--- config.mk ---
export PLATFORM = sky130hd
export DESIGN_NAME = fifo_queue_with_remove
export DESIGN_NICKNAME = d
export VERILOG_FILES = /design/src/design/fqr_pkg.sv /design/src/design/fifo_queue_with_remove.sv
export SDC_FILE = /design/constraint.sdc
export NUM_CORES = 1
export LEC_CHECK = 0
export ABC_AREA = 1
export ABC_CLOCK_PERIOD_IN_PS = 3500
export BUFFER_PORTS_ARGS = -buffer_cell sky130_fd_sc_hd__buf_2
export CAP_MARGIN = 20
export CORE_UTILIZATION = 60
export CTS_CLUSTER_DIAMETER = 200
export DETAILED_ROUTE_END_ITERATION = 16
export GPL_TIMING_DRIVEN = 0
export PLACE_DENSITY_LB_ADDON = 0.3
export SLEW_MARGIN = 20
export SYNTH_ARGS = -nofsm -noshare
export SYNTH_HDL_FRONTEND = slang
export SYNTH_SLANG_ARGS = --single-unit
--- constraint.sdc ---
create_clock -name clk -period 3.5 [get_ports clk]
set_input_delay 0 -clock clk [delete_from_list [all_inputs] [get_ports clk]]
set_output_delay 0 -clock clk [all_outputs]
set_load 0.05 [all_outputs]
--- src/design/fqr_pkg.sv ---
`timescale 1ns / 1ps
`default_nettype none
// ----------------------------------------------------------------------------
// fqr_pkg
// Shared types, codes and the control store of the queue sequencer.
// ----------------------------------------------------------------------------
package fqr_pkg;

  localparam int DEPTH_DEFAULT      = 16;
  localparam int VALUE_BITS_DEFAULT = 16;
  localparam int VALUE_W            = 16;
  localparam int POS_W              = 4;

  typedef enum logic [1:0] {
    OP_PUSH   = 2'd0,
    OP_POP    = 2'd1,
    OP_FIND   = 2'd2,
    OP_REMOVE = 2'd3
  } op_t;

  localparam logic [1:0] ST_OK    = 2'd0;
  localparam logic [1:0] ST_FULL  = 2'd1;
  localparam logic [1:0] ST_EMPTY = 2'd2;
  localparam logic [1:0] ST_ZERO  = 2'd3;

  typedef logic [4:0] step_t;

  typedef enum logic [3:0] {
    J_NEXT, J_ALWAYS, J_OP, J_ZERO, J_FULL, J_EMPTY, J_MATCH, J_PTR_NZ, J_LAST
  } cond_t;

  typedef enum logic {RA_PTR, RA_PTR1} ra_t;
  typedef enum logic {WA_CNT, WA_PTR} wa_t;
  typedef enum logic {WD_VAL, WD_RD} wd_t;
  typedef enum logic [2:0] {P_HOLD, P_ZERO, P_CNT_M1, P_DEC, P_INC} ptr_op_t;
  typedef enum logic [1:0] {C_HOLD, C_INC, C_DEC} cnt_op_t;
  typedef enum logic [2:0] {
    R_NONE, R_VOUT, R_HIT, R_ST_FULL, R_ST_EMPTY, R_ST_ZERO
  } res_op_t;

  typedef struct packed {
    cond_t   cond;
    step_t   target;
    ra_t     ra;
    logic    wr;
    wa_t     wa;
    wd_t     wd;
    ptr_op_t ptr_op;
    cnt_op_t cnt_op;
    res_op_t res_op;
    logic    done;
  } uword_t;

  // program step addresses
  localparam step_t S_DISP   = 5'd0;
  localparam step_t S_PUSH   = 5'd1;
  localparam step_t S_PUSH_F = 5'd2;
  localparam step_t S_PUSH_W = 5'd3;
  localparam step_t S_POP    = 5'd4;
  localparam step_t S_POP_RD = 5'd5;
  localparam step_t S_POP_V  = 5'd6;
  localparam step_t S_FIND   = 5'd7;
  localparam step_t S_F_EMP  = 5'd8;
  localparam step_t S_F_RD   = 5'd9;
  localparam step_t S_F_CMP  = 5'd10;
  localparam step_t S_F_DEC  = 5'd11;
  localparam step_t S_MISS   = 5'd12;
  localparam step_t S_F_HIT  = 5'd13;
  localparam step_t S_REM    = 5'd14;
  localparam step_t S_R_EMP  = 5'd15;
  localparam step_t S_R_OLD  = 5'd16;
  localparam step_t S_R_TOP  = 5'd17;
  localparam step_t S_R_RD   = 5'd18;
  localparam step_t S_R_CMP  = 5'd19;
  localparam step_t S_R_DEC  = 5'd20;
  localparam step_t S_R_MISS = 5'd21;
  localparam step_t S_R_HIT  = 5'd22;
  localparam step_t S_SH_RD  = 5'd23;
  localparam step_t S_SH_WR  = 5'd24;
  localparam step_t S_SH_END = 5'd25;
  localparam step_t S_E_FULL = 5'd26;
  localparam step_t S_E_EMP  = 5'd27;
  localparam step_t S_E_ZERO = 5'd28;

  function automatic step_t dispatch(op_t o);
    step_t s;
    unique case (o)
      OP_PUSH:   s = S_PUSH;
      OP_POP:    s = S_POP;
      OP_FIND:   s = S_FIND;
      OP_REMOVE: s = S_REM;
      default:   s = S_DISP;
    endcase
    return s;
  endfunction

  function automatic uword_t ucode(step_t s);
    uword_t w;
    w.cond   = J_NEXT;
    w.target = S_DISP;
    w.ra     = RA_PTR;
    w.wr     = 1'b0;
    w.wa     = WA_PTR;
    w.wd     = WD_RD;
    w.ptr_op = P_HOLD;
    w.cnt_op = C_HOLD;
    w.res_op = R_NONE;
    w.done   = 1'b0;
    case (s)
      S_DISP: begin
        w.cond = J_OP;
      end
      S_PUSH: begin
        w.cond = J_ZERO; w.target = S_E_ZERO;
      end
      S_PUSH_F: begin
        w.cond = J_FULL; w.target = S_E_FULL;
      end
      S_PUSH_W: begin
        w.wr = 1'b1; w.wa = WA_CNT; w.wd = WD_VAL; w.cnt_op = C_INC; w.done = 1'b1;
      end
      S_POP: begin
        w.cond = J_EMPTY; w.target = S_E_EMP; w.ptr_op = P_ZERO;
      end
      S_POP_RD: begin
        w.cond = J_NEXT;
      end
      S_POP_V: begin
        w.res_op = R_VOUT; w.cond = J_ALWAYS; w.target = S_SH_RD;
      end
      S_FIND: begin
        w.cond = J_ZERO; w.target = S_E_ZERO; w.ptr_op = P_CNT_M1;
      end
      S_F_EMP: begin
        w.cond = J_EMPTY; w.target = S_MISS;
      end
      S_F_RD: begin
        w.cond = J_NEXT;
      end
      S_F_CMP: begin
        w.cond = J_MATCH; w.target = S_F_HIT;
      end
      S_F_DEC: begin
        w.ptr_op = P_DEC; w.cond = J_PTR_NZ; w.target = S_F_RD;
      end
      S_MISS: begin
        w.done = 1'b1;
      end
      S_F_HIT: begin
        w.res_op = R_HIT; w.done = 1'b1;
      end
      S_REM: begin
        w.cond = J_ZERO; w.target = S_E_ZERO; w.ptr_op = P_ZERO;
      end
      S_R_EMP: begin
        w.cond = J_EMPTY; w.target = S_MISS;
      end
      S_R_OLD: begin
        w.cond = J_MATCH; w.target = S_R_HIT;
      end
      S_R_TOP: begin
        w.ptr_op = P_CNT_M1;
      end
      S_R_RD: begin
        w.cond = J_NEXT;
      end
      S_R_CMP: begin
        w.cond = J_MATCH; w.target = S_R_HIT;
      end
      S_R_DEC: begin
        w.ptr_op = P_DEC; w.cond = J_PTR_NZ; w.target = S_R_RD;
      end
      S_R_MISS: begin
        w.done = 1'b1;
      end
      S_R_HIT: begin
        w.res_op = R_HIT; w.cond = J_ALWAYS; w.target = S_SH_RD;
      end
      S_SH_RD: begin
        w.ra = RA_PTR1; w.cond = J_LAST; w.target = S_SH_END;
      end
      S_SH_WR: begin
        w.wr = 1'b1; w.wa = WA_PTR; w.wd = WD_RD; w.ptr_op = P_INC;
        w.cond = J_ALWAYS; w.target = S_SH_RD;
      end
      S_SH_END: begin
        w.cnt_op = C_DEC; w.done = 1'b1;
      end
      S_E_FULL: begin
        w.res_op = R_ST_FULL; w.done = 1'b1;
      end
      S_E_EMP: begin
        w.res_op = R_ST_EMPTY; w.done = 1'b1;
      end
      S_E_ZERO: begin
        w.res_op = R_ST_ZERO; w.done = 1'b1;
      end
      default: begin
        w.done = 1'b1;
      end
    endcase
    return w;
  endfunction

endpackage
`default_nettype wire

--- src/design/fifo_queue_with_remove.sv ---
`timescale 1ns / 1ps
`default_nettype none
// push checks for a zero tag and a full queue before writing; pop reads the oldest entry and
// shifts the rest down; find scans newest-first; remove checks the oldest entry, then scans
// newest-first, and on a hit shifts the later entries down
// one request at a time; the next is accepted as the strobe ends
// result shows for one cycle on strobe; the receiver cannot stall it
// reset: synchronous, clears count and sequencer; store contents are kept
// ----------------------------------------------------------------------------
// fifo_queue_with_remove
// Bounded FIFO of nonzero tags with find and remove by value, run by a
// microcoded sequencer over an entry store with one write and one read port.
// ----------------------------------------------------------------------------
module fifo_queue_with_remove #(
  parameter int DEPTH      = fqr_pkg::DEPTH_DEFAULT,
  parameter int VALUE_BITS = fqr_pkg::VALUE_BITS_DEFAULT
) (
  input  wire logic                        clk,
  input  wire logic                        rst,
  input  wire logic                        start,
  output logic                             busy,
  input  wire logic [1:0]                  op,
  input  wire logic [fqr_pkg::VALUE_W-1:0] value,
  output logic                             strobe,
  output logic [fqr_pkg::VALUE_W-1:0]      value_out,
  output logic                             found,
  output logic [fqr_pkg::POS_W-1:0]        position,
  output logic                             is_empty,
  output logic [1:0]                       status
);

  localparam int AW = $clog2(DEPTH);
  localparam int CW = $clog2(DEPTH + 1);

  logic [VALUE_BITS-1:0] mem [DEPTH];
  logic [VALUE_BITS-1:0] rd_data;
  logic [VALUE_BITS-1:0] val_r;
  fqr_pkg::op_t          op_r;
  fqr_pkg::step_t        step;
  logic [AW-1:0]         ptr;
  logic [CW-1:0]         cnt;
  logic [CW-1:0]         cnt_next;
  logic [AW-1:0]         ptr_next;
  fqr_pkg::uword_t       uw;
  logic                  take;
  fqr_pkg::step_t        step_next;
  logic [AW-1:0]         ra;
  logic [AW-1:0]         wa;
  logic [VALUE_BITS-1:0] wd;
  logic [CW:0]           ptr_inc;
  logic [CW-1:0]         pos_full;

  assign uw       = fqr_pkg::ucode(step);
  assign ptr_inc  = (CW + 1)'(ptr) + (CW + 1)'(1);
  assign pos_full = cnt - CW'(1) - CW'(ptr);

  always_comb begin
    unique case (uw.cond)
      fqr_pkg::J_NEXT:   take = 1'b0;
      fqr_pkg::J_ALWAYS: take = 1'b1;
      fqr_pkg::J_OP:     take = 1'b1;
      fqr_pkg::J_ZERO:   take = (val_r == '0);
      fqr_pkg::J_FULL:   take = (cnt == CW'(DEPTH));
      fqr_pkg::J_EMPTY:  take = (cnt == '0);
      fqr_pkg::J_MATCH:  take = (rd_data == val_r);
      fqr_pkg::J_PTR_NZ: take = (ptr != '0);
      fqr_pkg::J_LAST:   take = (ptr_inc >= (CW + 1)'(cnt));
      default:           take = 1'b0;
    endcase
    if (uw.cond == fqr_pkg::J_OP) begin
      step_next = fqr_pkg::dispatch(op_r);
    end else if (take) begin
      step_next = uw.target;
    end else begin
      step_next = step + fqr_pkg::step_t'(1);
    end
  end

  always_comb begin
    unique case (uw.cnt_op)
      fqr_pkg::C_INC: cnt_next = cnt + CW'(1);
      fqr_pkg::C_DEC: cnt_next = cnt - CW'(1);
      default:        cnt_next = cnt;
    endcase
    unique case (uw.ptr_op)
      fqr_pkg::P_ZERO:   ptr_next = '0;
      fqr_pkg::P_CNT_M1: ptr_next = AW'(cnt - CW'(1));
      fqr_pkg::P_DEC:    ptr_next = ptr - AW'(1);
      fqr_pkg::P_INC:    ptr_next = ptr + AW'(1);
      default:           ptr_next = ptr;
    endcase
    ra = (uw.ra == fqr_pkg::RA_PTR1) ? AW'(ptr_inc) : ptr;
    wa = (uw.wa == fqr_pkg::WA_CNT) ? AW'(cnt) : ptr;
    wd = (uw.wd == fqr_pkg::WD_VAL) ? val_r : rd_data;
  end

  // entry store
  always_ff @(posedge clk) begin
    if (busy && uw.wr) begin
      mem[wa] <= wd;
    end
    rd_data <= mem[ra];
  end

  always_ff @(posedge clk) begin
    if (rst) begin
      busy   <= 1'b0;
      strobe <= 1'b0;
      step   <= fqr_pkg::S_DISP;
      cnt    <= '0;
    end else begin
      strobe <= 1'b0;
      if (!busy) begin
        if (start) begin
          busy      <= 1'b1;
          step      <= fqr_pkg::S_DISP;
          op_r      <= fqr_pkg::op_t'(op);
          val_r     <= VALUE_BITS'(value);
          value_out <= '0;
          found     <= 1'b0;
          position  <= '0;
          status    <= fqr_pkg::ST_OK;
        end
      end else begin
        step <= step_next;
        ptr  <= ptr_next;
        cnt  <= cnt_next;
        unique case (uw.res_op)
          fqr_pkg::R_VOUT: begin
            value_out <= fqr_pkg::VALUE_W'(rd_data);
          end
          fqr_pkg::R_HIT: begin
            found    <= 1'b1;
            position <= fqr_pkg::POS_W'(pos_full);
          end
          fqr_pkg::R_ST_FULL:  status <= fqr_pkg::ST_FULL;
          fqr_pkg::R_ST_EMPTY: status <= fqr_pkg::ST_EMPTY;
          fqr_pkg::R_ST_ZERO:  status <= fqr_pkg::ST_ZERO;
          default: begin
          end
        endcase
        if (uw.done) begin
          busy     <= 1'b0;
          strobe   <= 1'b1;
          is_empty <= (cnt_next == '0);
        end
      end
    end
  end

endmodule
`default_nettype wire

==> summary.md <==
| Metric | Value |
|---|---|
| Xor-xnor portion of the synthesized cell area | 0.722% |
| CTS tree | yes |
| Synth top area share | 62.3% |
| WP data required | 3.89 ns |
| Synth cell count leaders | 302 x edfxtp_1, 188 x nor2_1, 180 x nand2_1 |
| Ant diodes | 0 |
| Die X | 158 um |
| Leakage power | 0.00639 uW |
| Area added between synthesis and finish | 15.9% |
| DR WL/cell | 22.1 um |
| Rows | 56 |
| # H-tree levels | 2 |
| Worst Hold Launch | value[4] |
| Reg-to-reg startpoint | step[0] |
| # DRC | 0 |
| Initial antenna violation count | 0 |
| Synth Area in Simple Gates | 14.4% |
| Fillcell total | 1,560 |
| Drt pass-1 iters | 5 |
| Initial Util | 61.7% |
| EDFF count, synth | 302 |
| Primary FF master, synth | edfxtp_1 |
| Drt total wl | 39,200 um |
| Layout cells sized above 1 | 15.1% |
| Pwr/cell area | 663 nW/um^2 |
| GP Congestion | 0.916 |
| Clock transition at path regs | 0.06 ns |
| Max-Cap Viols | 0 |
| Antenna viol nets, final | 0 |
| End of the worst hold path | val_r[4] |
| Synth Area in Adders | 1.91% |
| Count leader, synth | edfxtp_1 |
| Endpoints failing hold | 0 |
| Worst vdd ir | 0.000519 V |
| Crit path capture type | flip-flop |
| Port-buffer cells | 46 |
| Tmin final | 3.31 ns |
| CTS Buf Count | 35 |
| CP Max Fanout | 10 |
| Via count | 10,871 |
| Syn Nets | 1,341 |
| Ports | 47 |
| First-pass GRT wire length | 58,800 um |
| Core box area | 23,600 sq um |
| Fin crit share | 94.6% |
| Slew HR | 27.7% |
| GRT overflow | 0 |
| Die area | 24,900 sq um |
| Worst-margin pin slew | 1.08 ns |
| Post-route worst setup slack | 0.190 ns |
| Largest net degree at the start of global routing | 19 |
| Synth area leader | edfxtp_1 |
| Hold slack | 0.191 ns |
| Final #Nets | 1,469 |
| Cell Area, Synth | 14,600 sq um |
| Finished Core Util | 71.5% |
| Clock Latency Late Sink | 0.52 ns |
| Worst path arrival time | 3.70 ns |
| R2R depth | 9 |
| Clk sinks | 330 |
| Kind of critical path | reg2reg |
| Total GRT Usage | 32.4% |
| Root Driver | clkbuf_16 |
| Outcome | finished, final reports clean |
| DP HPWL | 26,000 um |
| Flops & latches, synth | 330 |
| Slowest cell on crit path | clkbuf_1 |
| Final slew viol count | 0 |
| Delay of the slowest cell on the worst path | 0.75 ns |
| Avg Cell Area, Syn | 11.2 sq um |
| Vias per cell | 6.13 |
| CTS Buffer Depth | 3 |
| Drt initial violations | 1,430 |
| Flop-to-flop setup slack | 0.19 ns |
| Gate Count Post-Synth | 1,299 |
| Vias in the first global route | 10,522 |
| Setup crit start kind | flip-flop |
| Post-synth cell types | 41 |
| Die Height | 158 um |
| Async S/R FF share, synth | 0% |
| Layout Skew | 0.0201 ns |
| RR Endpoint | rd_data[11] |
| Synthesis Warnings | 0 |
| RSZ-0062 raised after global routing | no |
| Worst-path cell chain | ha_1 -> nand2_2 -> nor2_8 -> o21ai_2 -> inv_2 -> clkbuf_1 -> o221ai_1 -> nand3_1 -> nand2_1 |
| Total Power | 11,200 uW |
| Largest cells by area after synthesis | edfxtp_1 62%, o21ai_0 5.3%, nor2_1 4.8% |
| Post-CTS Setup Bufs | 0 |
| Worst Hold Class | in2reg |
| Setup-failing EPs final | 0 |
| Hold depth | 2 |
| Post-synthesis sequential area ratio | 66.1% |
| Synth Area in Compound Gates | 11.8% |
| Multiplexer area fraction after synthesis | 0% |
| Largest family of logic cells by synthesized area | simple AND/OR/NAND/NOR gates |
| FMAX | 302 MHz |
| Place WS | 0.239 ns |
[state kept, by name (all words and copies together) (netlist names)]
name	count
cnt	5
busy	1
is_empty	1
step	5
op_r	2
strobe	1
ptr	4
mem	256
rd_data	16
status	2
position	4
value_out	16
found	1
val_r	16
[layout make-up]
cell class | count | area, sq um | area share (%)
multi-input cells | 793 | 4280 | 25.4
clock buffers | 42 | 923 | 5.47
well taps | 319 | 399 | 2.36
inverters | 116 | 444 | 2.63
clock inverters | 21 | 216 | 1.28
flip-flops and latches | 330 | 9630 | 57.0
repair buffers | 91 | 686 | 4.06
plain buffers | 60 | 300 | 1.78
[logic make-up (layout without fill, tap and decap cells)]
kind of cell,after synthesis,count (layout)
simple gates,473,473
flops,330,330
compound gates,287,287
buf+inv,176,330
fa+ha+maj,21,21
xor+xnor,12,12
[layer usage]
layer | vias up | GRT usage [%] | wire length, um
li1 | 4870 | - | -
met4 | 0 | 14.3 | 1340
met2 | 729 | 50.7 | 18000
met1 | 5158 | 43.3 | 15400
met3 | 114 | 7.56 | 4560
met5 | - | 0 | 0
[worst max path at each step]
| stage | startpoint | to | slack [ns] | depth (start not counted) |
|---|---|---|---|---|
| 6_report | step[0] | rd_data[11] | 0.19 | 9 |
| 3_5_place_dp | step[0] | mem[15][2] | 0.24 | 7 |
| 5_1_grt | step[0] | mem[7][13] | 0.07 | 8 |
| 2_1_floorplan | busy | value_out[0] | 0.80 | 3 |
| 3_3_place_gp | step[0] | mem[2][1] | -0.59 | 9 |
| 4_1_cts | step[0] | mem[15][15] | 0.22 | 7 |
[what timing repair did]
| action | in CTS | in global routing |
|---|---|---|
| gates resized for setup | 0 | 1 |
| endpoints found under the setup margin | 0 | 16 |
| endpoints found under the hold margin | 30 | 0 |
| hold buffers | 20 | 0 |
[cell usage in the layout (no fill, tap or decap), drive strengths merged]
master / instances
and3: 1
nand3b: 1
nand4: 12
clkbuf: 75
fa: 2
ha: 19
clkinv: 15
buf: 98
xnor2: 1
a31oi: 2
nor3: 8
o221ai: 45
a21oi: 22
a211oi: 3
nand3: 51
bufinv: 4
dlygate4sd3: 20
o21ai: 170
or2: 3
nor2: 204
clkinvlp: 1
o22ai: 24
nand2: 193
dfxtp: 28
edfxtp: 302
xor2: 11
o211ai: 21
inv: 117
[worst max-delay path: cells and delay by family, from the launching register on]
family | cells | cell delay, ns
AOI/OAI and AO/OA | 2 | 0.60
DFF | 1 | 0.41
buffers and inverters | 2 | 1.10
and+or+nand+nor | 4 | 0.74
adders and majority gates | 1 | 0.31
[where the power goes]
part	total (uW)	switching, uW	internal, uW
registers	4690	104	4590
clock network	3700	1510	2190
logic	2800	1940	858
total	11200	3560	7640
[per-stage QoR]
| step | instances | cell area, sq um | setup TNS [ns] |
|---|---|---|---|
| 2_1_floorplan | 1299 | 14600 | 0 |
| 3_3_place_gp | 1664 | 15200 | -62.07 |
| 3_5_place_dp | 1689 | 15500 | 0 |
| 4_1_cts | 1772 | 16900 | 0 |
| 5_1_grt | 1772 | 16900 | 0 |
| 6_report | 1772 | 16900 | 0 |
No activity file was read; power rests on OpenSTA's default activity.
